File: src/sqs_pkg.sv
`timescale 1ns / 1ps
// ----------------------------------------------------------------------------
// Stack/queue store package
// Item types, operation and status codes, and the control and status bundles
// that pass between the controller and the datapath.
// ----------------------------------------------------------------------------
package sqs_pkg;

  // Operation codes carried by an input item.
  localparam logic [1:0] OP_PUSH = 2'd0;
  localparam logic [1:0] OP_PALL = 2'd1;
  localparam logic [1:0] OP_PEEK = 2'd2;
  localparam logic [1:0] OP_POP  = 2'd3;

  // Status codes carried by a result item.
  localparam logic [1:0] ST_VALUE      = 2'd0;
  localparam logic [1:0] ST_PEEK_EMPTY = 2'd1;
  localparam logic [1:0] ST_POP_EMPTY  = 2'd2;
  localparam logic [1:0] ST_PUSH_FULL  = 2'd3;

  // Input item.
  typedef struct packed {
    logic [1:0]         op;
    logic signed [31:0] push_value;
  } in_item_t;

  // Result item.
  typedef struct packed {
    logic signed [31:0] data;
    logic [1:0]         status;
    logic               last;
  } out_item_t;

  // Commands from the controller to the datapath.
  typedef struct packed {
    logic       push;
    logic       pop;
    logic       peek;
    logic       err;
    logic [1:0] err_code;
    logic       pall_start;
    logic       pall_emit;
  } sqs_cmd_t;

  // Status from the datapath to the controller.
  typedef struct packed {
    logic empty;
    logic full;
    logic last_one;
    logic slot_free;
  } sqs_status_t;

endpackage

File: src/sqs_ctrl.sv
`timescale 1ns / 1ps
// ----------------------------------------------------------------------------
// Stack/queue store controller
// Decodes accepted items into datapath commands and sequences the print-all
// walk, one entry per cycle while the output slot can take it.
// ----------------------------------------------------------------------------
module sqs_ctrl (
  input  logic                clk,
  input  logic                rst,
  input  logic                in_valid,
  input  logic [1:0]          op,
  output logic                in_stall,
  input  sqs_pkg::sqs_status_t stat,
  output sqs_pkg::sqs_cmd_t   cmd
);

  localparam logic ST_IDLE = 1'b0;
  localparam logic ST_PALL = 1'b1;

  logic state;
  logic state_next;
  logic needs_slot;
  logic accept;

  // An item needs the output slot if it produces a result at once.
  always_comb begin
    case (op)
      sqs_pkg::OP_PUSH: needs_slot = stat.full;
      sqs_pkg::OP_PALL: needs_slot = 1'b0;
      sqs_pkg::OP_PEEK: needs_slot = 1'b1;
      sqs_pkg::OP_POP:  needs_slot = stat.empty;
      default:          needs_slot = 1'b1;
    endcase
  end

  assign in_stall = (state != ST_IDLE) || (needs_slot && !stat.slot_free);
  assign accept   = in_valid && !in_stall;

  // Command decode and next state.
  always_comb begin
    cmd        = '0;
    state_next = state;
    case (state)
      ST_IDLE: begin
        if (accept) begin
          case (op)
            sqs_pkg::OP_PUSH: begin
              if (stat.full) begin
                cmd.err      = 1'b1;
                cmd.err_code = sqs_pkg::ST_PUSH_FULL;
              end else begin
                cmd.push = 1'b1;
              end
            end
            sqs_pkg::OP_PALL: begin
              if (!stat.empty) begin
                cmd.pall_start = 1'b1;
                state_next     = ST_PALL;
              end
            end
            sqs_pkg::OP_PEEK: begin
              if (stat.empty) begin
                cmd.err      = 1'b1;
                cmd.err_code = sqs_pkg::ST_PEEK_EMPTY;
              end else begin
                cmd.peek = 1'b1;
              end
            end
            sqs_pkg::OP_POP: begin
              if (stat.empty) begin
                cmd.err      = 1'b1;
                cmd.err_code = sqs_pkg::ST_POP_EMPTY;
              end else begin
                cmd.pop = 1'b1;
              end
            end
            default: begin
              cmd = '0;
            end
          endcase
        end
      end
      ST_PALL: begin
        if (stat.slot_free) begin
          cmd.pall_emit = 1'b1;
          if (stat.last_one) begin
            state_next = ST_IDLE;
          end
        end
      end
      default: begin
        state_next = ST_IDLE;
      end
    endcase
  end

  // State register.
  always_ff @(posedge clk) begin
    if (rst) begin
      state <= ST_IDLE;
    end else begin
      state <= state_next;
    end
  end

endmodule

File: src/sqs_datapath.sv
`timescale 1ns / 1ps
// ----------------------------------------------------------------------------
// Stack/queue store datapath
// Circular entry memory with top pointer and count, the print-all read
// pointer, the mode register and the registered output slot.
// ----------------------------------------------------------------------------
module sqs_datapath #(
  parameter int DEPTH = 64
) (
  input  logic                  clk,
  input  logic                  rst,
  input  logic                  cfg_we,
  input  logic                  cfg_wdata,
  input  logic signed [31:0]    push_value,
  input  sqs_pkg::sqs_cmd_t     cmd,
  output sqs_pkg::sqs_status_t  stat,
  output logic                  out_valid,
  input  logic                  out_stall,
  output sqs_pkg::out_item_t    out_item
);

  localparam int IDX_W = $clog2(DEPTH);
  localparam int CNT_W = $clog2(DEPTH + 1);
  localparam int SUM_W = IDX_W + 1;
  localparam logic [IDX_W-1:0] LAST_IDX  = IDX_W'(DEPTH - 1);
  localparam logic [SUM_W-1:0] DEPTH_SUM = SUM_W'(DEPTH);
  localparam logic [CNT_W-1:0] DEPTH_CNT = CNT_W'(DEPTH);

  logic signed [31:0] mem [DEPTH];

  logic [IDX_W-1:0] top;
  logic [CNT_W-1:0] count;
  logic             queue_mode;
  logic [IDX_W-1:0] rd_ptr;
  logic [CNT_W-1:0] rem;

  logic [IDX_W-1:0] top_dec;
  logic [IDX_W-1:0] top_inc;
  logic [IDX_W-1:0] rd_inc;
  logic [SUM_W-1:0] tail_sum;
  logic [IDX_W-1:0] tail_idx;
  logic [IDX_W-1:0] wr_addr;
  logic             at_top;
  logic             load;
  logic [IDX_W-1:0] rd_addr;

  // Wrapping pointer arithmetic around the buffer length.
  assign top_dec  = (top == '0) ? LAST_IDX : top - 1'b1;
  assign top_inc  = (top == LAST_IDX) ? '0 : top + 1'b1;
  assign rd_inc   = (rd_ptr == LAST_IDX) ? '0 : rd_ptr + 1'b1;
  assign tail_sum = SUM_W'(top) + SUM_W'(count);
  assign tail_idx = (tail_sum >= DEPTH_SUM) ? IDX_W'(tail_sum - DEPTH_SUM)
                                            : IDX_W'(tail_sum);

  // A push goes in front of the top in stack mode or when empty.
  assign at_top  = !queue_mode || (count == '0);
  assign wr_addr = at_top ? top_dec : tail_idx;

  // Status towards the controller.
  assign stat.empty     = (count == '0);
  assign stat.full      = (count >= DEPTH_CNT);
  assign stat.last_one  = (rem == CNT_W'(1));
  assign stat.slot_free = !out_valid || !out_stall;

  // Mode register.
  always_ff @(posedge clk) begin
    if (rst) begin
      queue_mode <= 1'b0;
    end else if (cfg_we) begin
      queue_mode <= cfg_wdata;
    end
  end

  // Top pointer and entry count.
  always_ff @(posedge clk) begin
    if (rst) begin
      top   <= '0;
      count <= '0;
    end else if (cmd.err) begin
      top   <= '0;
      count <= '0;
    end else if (cmd.push) begin
      if (at_top) begin
        top <= top_dec;
      end
      count <= count + 1'b1;
    end else if (cmd.pop) begin
      top   <= top_inc;
      count <= count - 1'b1;
    end
  end

  // Print-all walk pointer and remaining entries.
  always_ff @(posedge clk) begin
    if (rst) begin
      rd_ptr <= '0;
      rem    <= '0;
    end else if (cmd.pall_start) begin
      rd_ptr <= top;
      rem    <= count;
    end else if (cmd.pall_emit) begin
      rd_ptr <= rd_inc;
      rem    <= rem - 1'b1;
    end
  end

  // Entry memory write port.
  always_ff @(posedge clk) begin
    if (cmd.push) begin
      mem[wr_addr] <= push_value;
    end
  end

  assign load    = cmd.peek || cmd.err || cmd.pall_emit;
  assign rd_addr = cmd.peek ? top : rd_ptr;

  // Output slot: the registered memory read doubles as the result register.
  always_ff @(posedge clk) begin
    if (load) begin
      out_item.data   <= cmd.err ? 32'sd0 : mem[rd_addr];
      out_item.status <= cmd.err ? cmd.err_code : sqs_pkg::ST_VALUE;
      out_item.last   <= cmd.pall_emit ? stat.last_one : 1'b1;
    end
  end

  always_ff @(posedge clk) begin
    if (rst) begin
      out_valid <= 1'b0;
    end else if (load) begin
      out_valid <= 1'b1;
    end else if (!out_stall) begin
      out_valid <= 1'b0;
    end
  end

endmodule

File: src/stack_queue_store.sv
`timescale 1ns / 1ps
// ----------------------------------------------------------------------------
// Stack/queue store
// Bounded store of signed 32-bit entries working as a stack or a queue.
// ----------------------------------------------------------------------------
// Usage:
// Items arrive on in_valid/in_stall/in_item with an operation code and a
// push value. Results leave on out_valid/out_stall/out_item, each carrying
// a data word, a status code and a last flag on the final result of an item.
// cfg_we/cfg_wdata set the mode: 0 pushes at the top, 1 appends at the
// bottom. Write it only while the block is idle.
// A push or a pop that succeeds produces no result. A peek's result appears in
// the output register on the next cycle. An error gives one result with zero
// data and empties the store.
// Print-all first loads the walk pointer and count, then reads one entry per
// cycle from the entry memory's single read port while the output register
// can take it; input is stalled meanwhile.
// A push or a pop that succeeds is taken even while a result waits; items
// that need the output register are stalled until it frees.
// Reset clears the count, top pointer, mode and output valid; the entry
// memory is not cleared and needs no clearing pass.
// A stalled receiver holds the result and, in turn, stalls the items that need it.
// ----------------------------------------------------------------------------
module stack_queue_store #(
  parameter int DEPTH = 64
) (
  input  logic               clk,
  input  logic               rst,
  input  logic               cfg_we,
  input  logic               cfg_wdata,
  input  logic               in_valid,
  output logic               in_stall,
  input  sqs_pkg::in_item_t  in_item,
  output logic               out_valid,
  input  logic               out_stall,
  output sqs_pkg::out_item_t out_item
);

  sqs_pkg::sqs_cmd_t    cmd;
  sqs_pkg::sqs_status_t stat;

  // Controller.
  sqs_ctrl u_ctrl (
    .clk      (clk),
    .rst      (rst),
    .in_valid (in_valid),
    .op       (in_item.op),
    .in_stall (in_stall),
    .stat     (stat),
    .cmd      (cmd)
  );

  // Datapath.
  sqs_datapath #(
    .DEPTH (DEPTH)
  ) u_datapath (
    .clk        (clk),
    .rst        (rst),
    .cfg_we     (cfg_we),
    .cfg_wdata  (cfg_wdata),
    .push_value (in_item.push_value),
    .cmd        (cmd),
    .stat       (stat),
    .out_valid  (out_valid),
    .out_stall  (out_stall),
    .out_item   (out_item)
  );

endmodule

File: config.mk
export PLATFORM = sky130hd
export DESIGN_NAME = stack_queue_store
export DESIGN_NICKNAME = d
export VERILOG_FILES = /design/src/sqs_pkg.sv /design/src/sqs_ctrl.sv /design/src/sqs_datapath.sv /design/src/stack_queue_store.sv
export SDC_FILE = /design/constraint.sdc
export NUM_CORES = 2
export LEC_CHECK = 0
export ABC_AREA = 1
export BUFFER_PORTS_ARGS = -buffer_cell sky130_fd_sc_hd__buf_4
export CAP_MARGIN = 20
export CORE_ASPECT_RATIO = 0.75
export CORE_MARGIN = 10
export CORE_UTILIZATION = 52
export DETAILED_ROUTE_END_ITERATION = 12
export GPL_TIMING_DRIVEN = 0
export PLACE_DENSITY_LB_ADDON = 0.08
export SYNTH_ARGS = -nofsm -noshare
export SYNTH_HDL_FRONTEND = slang
export SYNTH_HIERARCHICAL = 1
export SYNTH_SLANG_ARGS = --single-unit
File: constraint.sdc
create_clock -name clk -period 5.05 [get_ports clk]
set_input_delay 0.505 -clock clk [delete_from_list [all_inputs] [get_ports clk]]
set_output_delay 0.505 -clock clk [all_outputs]
set_load 0.02 [all_outputs]
Yosys cells after proc, flatten, opt, wreduce, memory -nomap -nowiden:

Memory sizes are Yosys's and may differ from the RTL's. A register that Yosys moved wholly into a read port is not among the register bits.
Index checks and enable logic that the tools add are counted.

* flip-flop bits (word level): 32
* memory bits (writable): 2048
* input port bits: 40
* memories: 1

* add/subtract/negate cells: 8
* $lt $le $gt $ge: 2
* equality and inequality tests: 8
* multiplexer cells: 38
* bitwise gates (word level): 3
* reduce and logical (&&, ||, !) cells: 20

Memory list
* u_datapath.mem: words 64, bits a word 32, rd ports 1, clocked after Yosys merged registers in 1, write ports 1, line sqs_datapath.sv:29 `logic signed [31:0] mem [DEPTH];`

Operators with widths (number)
* $mux 6: 11
* $mux 7: 5
* $ge 7x7->1 const B: 2
* $mux 1: 14
* $sub 7x1->7 const B: 2
* $add 6x1->6 const B: 2
* $eq 6x6->1 const B: 2
* $sub 6x1->6 const B: 2
* $mux 3: 3
* $pmux 3 s3: 1
* $mux 8: 1
* $add 6x7->7: 1
* $add 7x1->7 const B: 1
* $eq 7x1->1 const B: 1
* $logic_not 7->1: 1
* $logic_not 6->1: 1
* $logic_not 1->1: 5
* $logic_or 1x1->1: 5
* $eq 2x2->1 const B: 2
* $ne 2x1->1 const B: 2
* $pmux 1 s2: 2
* $pmux 1 s4: 1
* $reduce_bool 2->1: 2
* $not 1->1: 3
* other kinds (6): 7

Longest topological paths before layout:

* depth after elaboration: 12
* mapped depth: 22

Hierarchy:

Netlist, hierarchy kept.

Modules (own cells, without submodules)
* sqs_datapath: instances 1, cells each 7211, area each 85704.7 sq um, seq. area each 63110.5 sq um
* sqs_ctrl: instances 1, cells each 32, area each 161.4 sq um, seq. area each 20.0 sq um

Least setup slack after synthesis:

Ideal clock, no wire load.

* path type: register -> register
* from: register u_datapath.count[1]
* to: memory u_datapath.mem[15][0] (enable)
* library setup time: 421 ps
* arrival time: 3143 ps
* slack: 1486 ps
* stages on the path, launching flop included: 12
* buffers on the path: 0
* period minus slack after synthesis: 3564 ps
* path through: dfxtp_1 -> nor3_1 -> and3_1 -> nand2_1 -> nand2_1 -> nand3_2 -> nand3_2 -> nor2_1 -> inv_1 -> a21oi_1 -> nand2_1 -> nor2_1

RTL lines
* start: declaration: line sqs_datapath.sv:32 `logic [CNT_W-1:0] count;`
* start signal: assignment: line sqs_datapath.sv:86 `count <= count + 1'b1;`
* start signal: assignment: line sqs_datapath.sv:89 `count <= count - 1'b1;`
* end: declaration: line sqs_datapath.sv:29

==> qor.csv <==
stage,metric,value,unit
route,drc,0,
worst_setup_path,cpMaxStageDelayCell,clkdlybuf4s18_2,
synthesis,postSynthAreaPerCell,11.9,um2
power,finalPower,43.8,mW
clock_network,path_clk_slew,0.06,ns
timing,final_max_slew_viol_count,0,
power,peakVddDrop,0.000360,V
final_layout,drive_above_1_share,0.109,
synthesis,yosysTopAreaCellShare,0.728,
clock_network,ctsHtreeMaxLevel,4,
route,first_pass_iters,10,
worst_setup_path,startpoint_type,flop,
synthesis,synth_area_leaders,"edfxtp_1 73%, nand3_1 11%, nand2_1 9.4%",
global_route,antenna_found_initial,19,
worst_setup_path,path_cells,nor3_1 -> and3_1 -> nand2_1 -> nand2_1 -> nand3_2 -> nand3_2 -> nor2_2 -> inv_2 -> o21ai_2 -> clkbuf_4 -> clkdlybuf4s18_2 -> nand3_1 -> nand3_1 -> nand3_1 -> nand3_1 -> nand3_1 -> nand2_1 -> nor2_1,
clock_network,cts_tree,done,
floorplanning,core_area,0.164,mm2
timing,worstMarginPinSlew,1.25,ns
worst_setup_path,critPathTopFamily,simple AND/OR/NAND/NOR gates,
placed_design,hpwlAfterDp,217000,um
worst_setup_path,arrival,5.59,ns
timing,max_freq,200,MHz
synthesis,ys_seq_area_frac,0.735,
route,wl_per_cell,32.9,um
power,power_frac_comb,0.221,
global_route,grt_pass1_vias,56700,
worst_setup_path,crit_top_cell,nand3_1,
synthesis,yosysTopAreaCell,edfxtp_1,
timing,final_hold_viol_count,0,
floorplanning,dieHeight,372,um
power,power_density,448,mW/mm2
worst_setup_path,crit_required,5.64,ns
worst_hold_path,hold_path_class,primary input to flop,
worst_setup_path,critPathMaxStageDelay,0.66,ns
global_route,grt_overflow_total,0,
timing,setup_viol,0,
route,drtIter0Drc,11400,
worst_setup_path,crit_path_max_fanout,10,
route,wl,328000,um
job,maxCapViolations,0,
global_route,grt_use_total,0.352,
clock_network,postCtsSetupBuffers,0,
floorplanning,start_util,0.522,
route,via_count,63400,
synthesis,yosysUniqueCellTypes,33,
worst_setup_path,path_buf_inv,3,
route,drt.antenna.violating_nets,0,
clock_network,cts.path.max_buffers,3,
global_route,grt_pass1_wl,446000,um
final_layout,area_growth,13.9,%
power,p_sw_frac,0.323,
synthesis,syn_area,0.0859,mm2
floorplanning,dieArea,0.182,mm2
synthesis,synthCells,7243,
clock_network,insertion_delay,0.86,ns
synthesis,yosysWarnings,6,
clock_network,cts_buffers,197,
placed_design,portBuffers,76,
timing,fin_crit_sh,0.991,
power,power_leakage,34.6,nW
timing,rsz0062_at_grt,no,
clock_network,clock_sinks,2112,
synthesis,ys_seq_elements,2112,
timing,relSlewSlack,0.165,
clock_network,cts_root_buf,clkbuf_16,
power,pwr-share-clk,0.328,
power,p_seq_frac,0.451,
worst_setup_path,critPathKind,flop to flop,
power,p_int,29.6,mW
floorplanning,die_x,489,um
route,avgViaCountPerCell,6.37,
timing,fin_crit,5.01,ns
worst_setup_path,cp-end-kind,flop,
status,status,"complete, no violations",
timing,hold_slack,0.0806,ns
floorplanning,num_rows,129,
global_route,grt_start_max_net_pins,65,
timing,finClkSkew,0.0545,ns
power,power.switching,14.2,mW
final_layout,fin_nets,7673,
floorplanning,ios,77,
placed_design,gp_congestion,1.02,
synthesis,syn_nets,7301,
final timing paths:
kind                            slack [ns]  depth (start not counted)           startpoint                      to
worst min-delay path                  0.08                          5            out_stall    u_datapath/out_valid
worst min register to register        0.51                          2    u_datapath/rem[6]       u_datapath/rem[6]
worst max register to register        0.04                         18  u_datapath/count[1]  u_datapath/out_item[5]
worst max-delay path                  0.04                         18  u_datapath/count[1]  u_datapath/out_item[5]
power groups by stage:
stage	clock [mW]	combinational, mW	sequential (mW)
2_1_floorplan	0	4.43	20.2
3_3_place_gp	0	8.73	20.2
3_5_place_dp	0	9.08	20.1
4_1_cts	14.5	9.11	19.8
5_1_grt	15.1	9.92	19.8
6_report	14.4	9.67	19.8
logic make-up after synthesis:
family / synth area share
AND/OR/NAND/NOR: 0.213
flip-flops: 0.735
buffers and inverters: 0.0336
AO/OA/AOI/OAI: 0.0134
adder cells (fa/ha/maj): 0.00280
XOR/XNOR: 0.00173
worst min-delay path, delay by kind of cell:
family / cells / cell delay (ns)
AO/OA/AOI/OAI: 1 / 0.07
AND/OR/NAND/NOR: 1 / 0.09
buffers and inverters: 3 / 0.19
synth_stat cells:
master and n:
nand2_1 2152, edfxtp_1 2083, nand3_1 1827, buf_2 299, nor2_1 255, inv_1 171
clkbuf_1 109, o21ai_0 91, a21oi_1 57, o22ai_1 30, dfxtp_1 29, buf_4 25
buf_1 18, ha_1 16, xor2_1 13, o211ai_1 11, nor3_1 9, a31oi_1 7
buf_6 6, o21ai_1 5, nand4_1 4, o21ai_2 4, xnor2_1 4, inv_2 3
a211oi_1 2, a22oi_1 2, fa_1 2, nand2_2 2, nand3_2 2, or2_2 2
and3_1 1, nor2_4 1, o311ai_0 1
per-layer routing:
layer  share of wire  GRT usage
met2            0.41      0.486
met1            0.38      0.497
met5         0.00077    0.00711
met3            0.17      0.142
met4           0.045      0.138
layout make-up:
cell class | count | area (um2)
Fill cell | 13200 | 66700
Buffer | 456 | 2270
Sequential cell | 2112 | 63100
Antenna cell | 19 | 47.5
Tap cell | 2161 | 2700
Timing Repair Buffer | 174 | 2570
Clock inverter | 95 | 773
Inverter | 174 | 653
Multi-Input combinational cell | 4500 | 20400
Clock buffer | 257 | 5260
placed cells by master (no fill, tap or decap), drive strengths merged:
master,instances
a211oi,2
clkdlybuf4s18,1
nor3,9
or2,2
nand3,1829
a22oi,2
and3,1
edfxtp,2083
a21oi,57
o22ai,30
fa,2
o21ai,100
nand4,4
inv,178
o211ai,11
buf,507
dfxtp,29
nand2,2154
clkinvlp,4
diode,19
clkinv,76
ha,16
o311ai,1
a31oi,7
xor2,13
dlygate4sd3,4
clkbuf,375
bufinv,11
xnor2,4
nor2,256
per-stage QoR:
step | util | TNS (ns) | std cells | worst slack, ns | area, um2
after floorplan | - | 0 | 7243 | 1.49 | 85900
after CTS | 0.594 | 0 | 9927 | 0.171 | 97600
after detailed placement | 0.557 | -1.84 | 9572 | -0.254 | 91600
final | 0.594 | 0 | 9948 | 0.0434 | 97800
after global routing | 0.594 | 0 | 9934 | 0.00983 | 97700
after global placement | 0.542 | -2903.05 | 9480 | -1.84 | 89100
timing repair:
action,in CTS,in global routing
endpoints found under the hold margin,2,0
gates resized for setup,6,38
gates cloned,0,0
endpoints found under the setup margin,12,20
hold buffers,4,0
flip-flops by register name, summed over array words and instances (netlist names), 6 cells and up:
| name | cells |
|---|---|
| u_datapath/top | 6 |
| u_datapath/rem | 7 |
| u_datapath/out_item | 35 |
| u_datapath/count | 7 |
| u_datapath/mem | 2048 |
| u_datapath/rd_ptr | 6 |
Power figures use the tool's default switching activity.
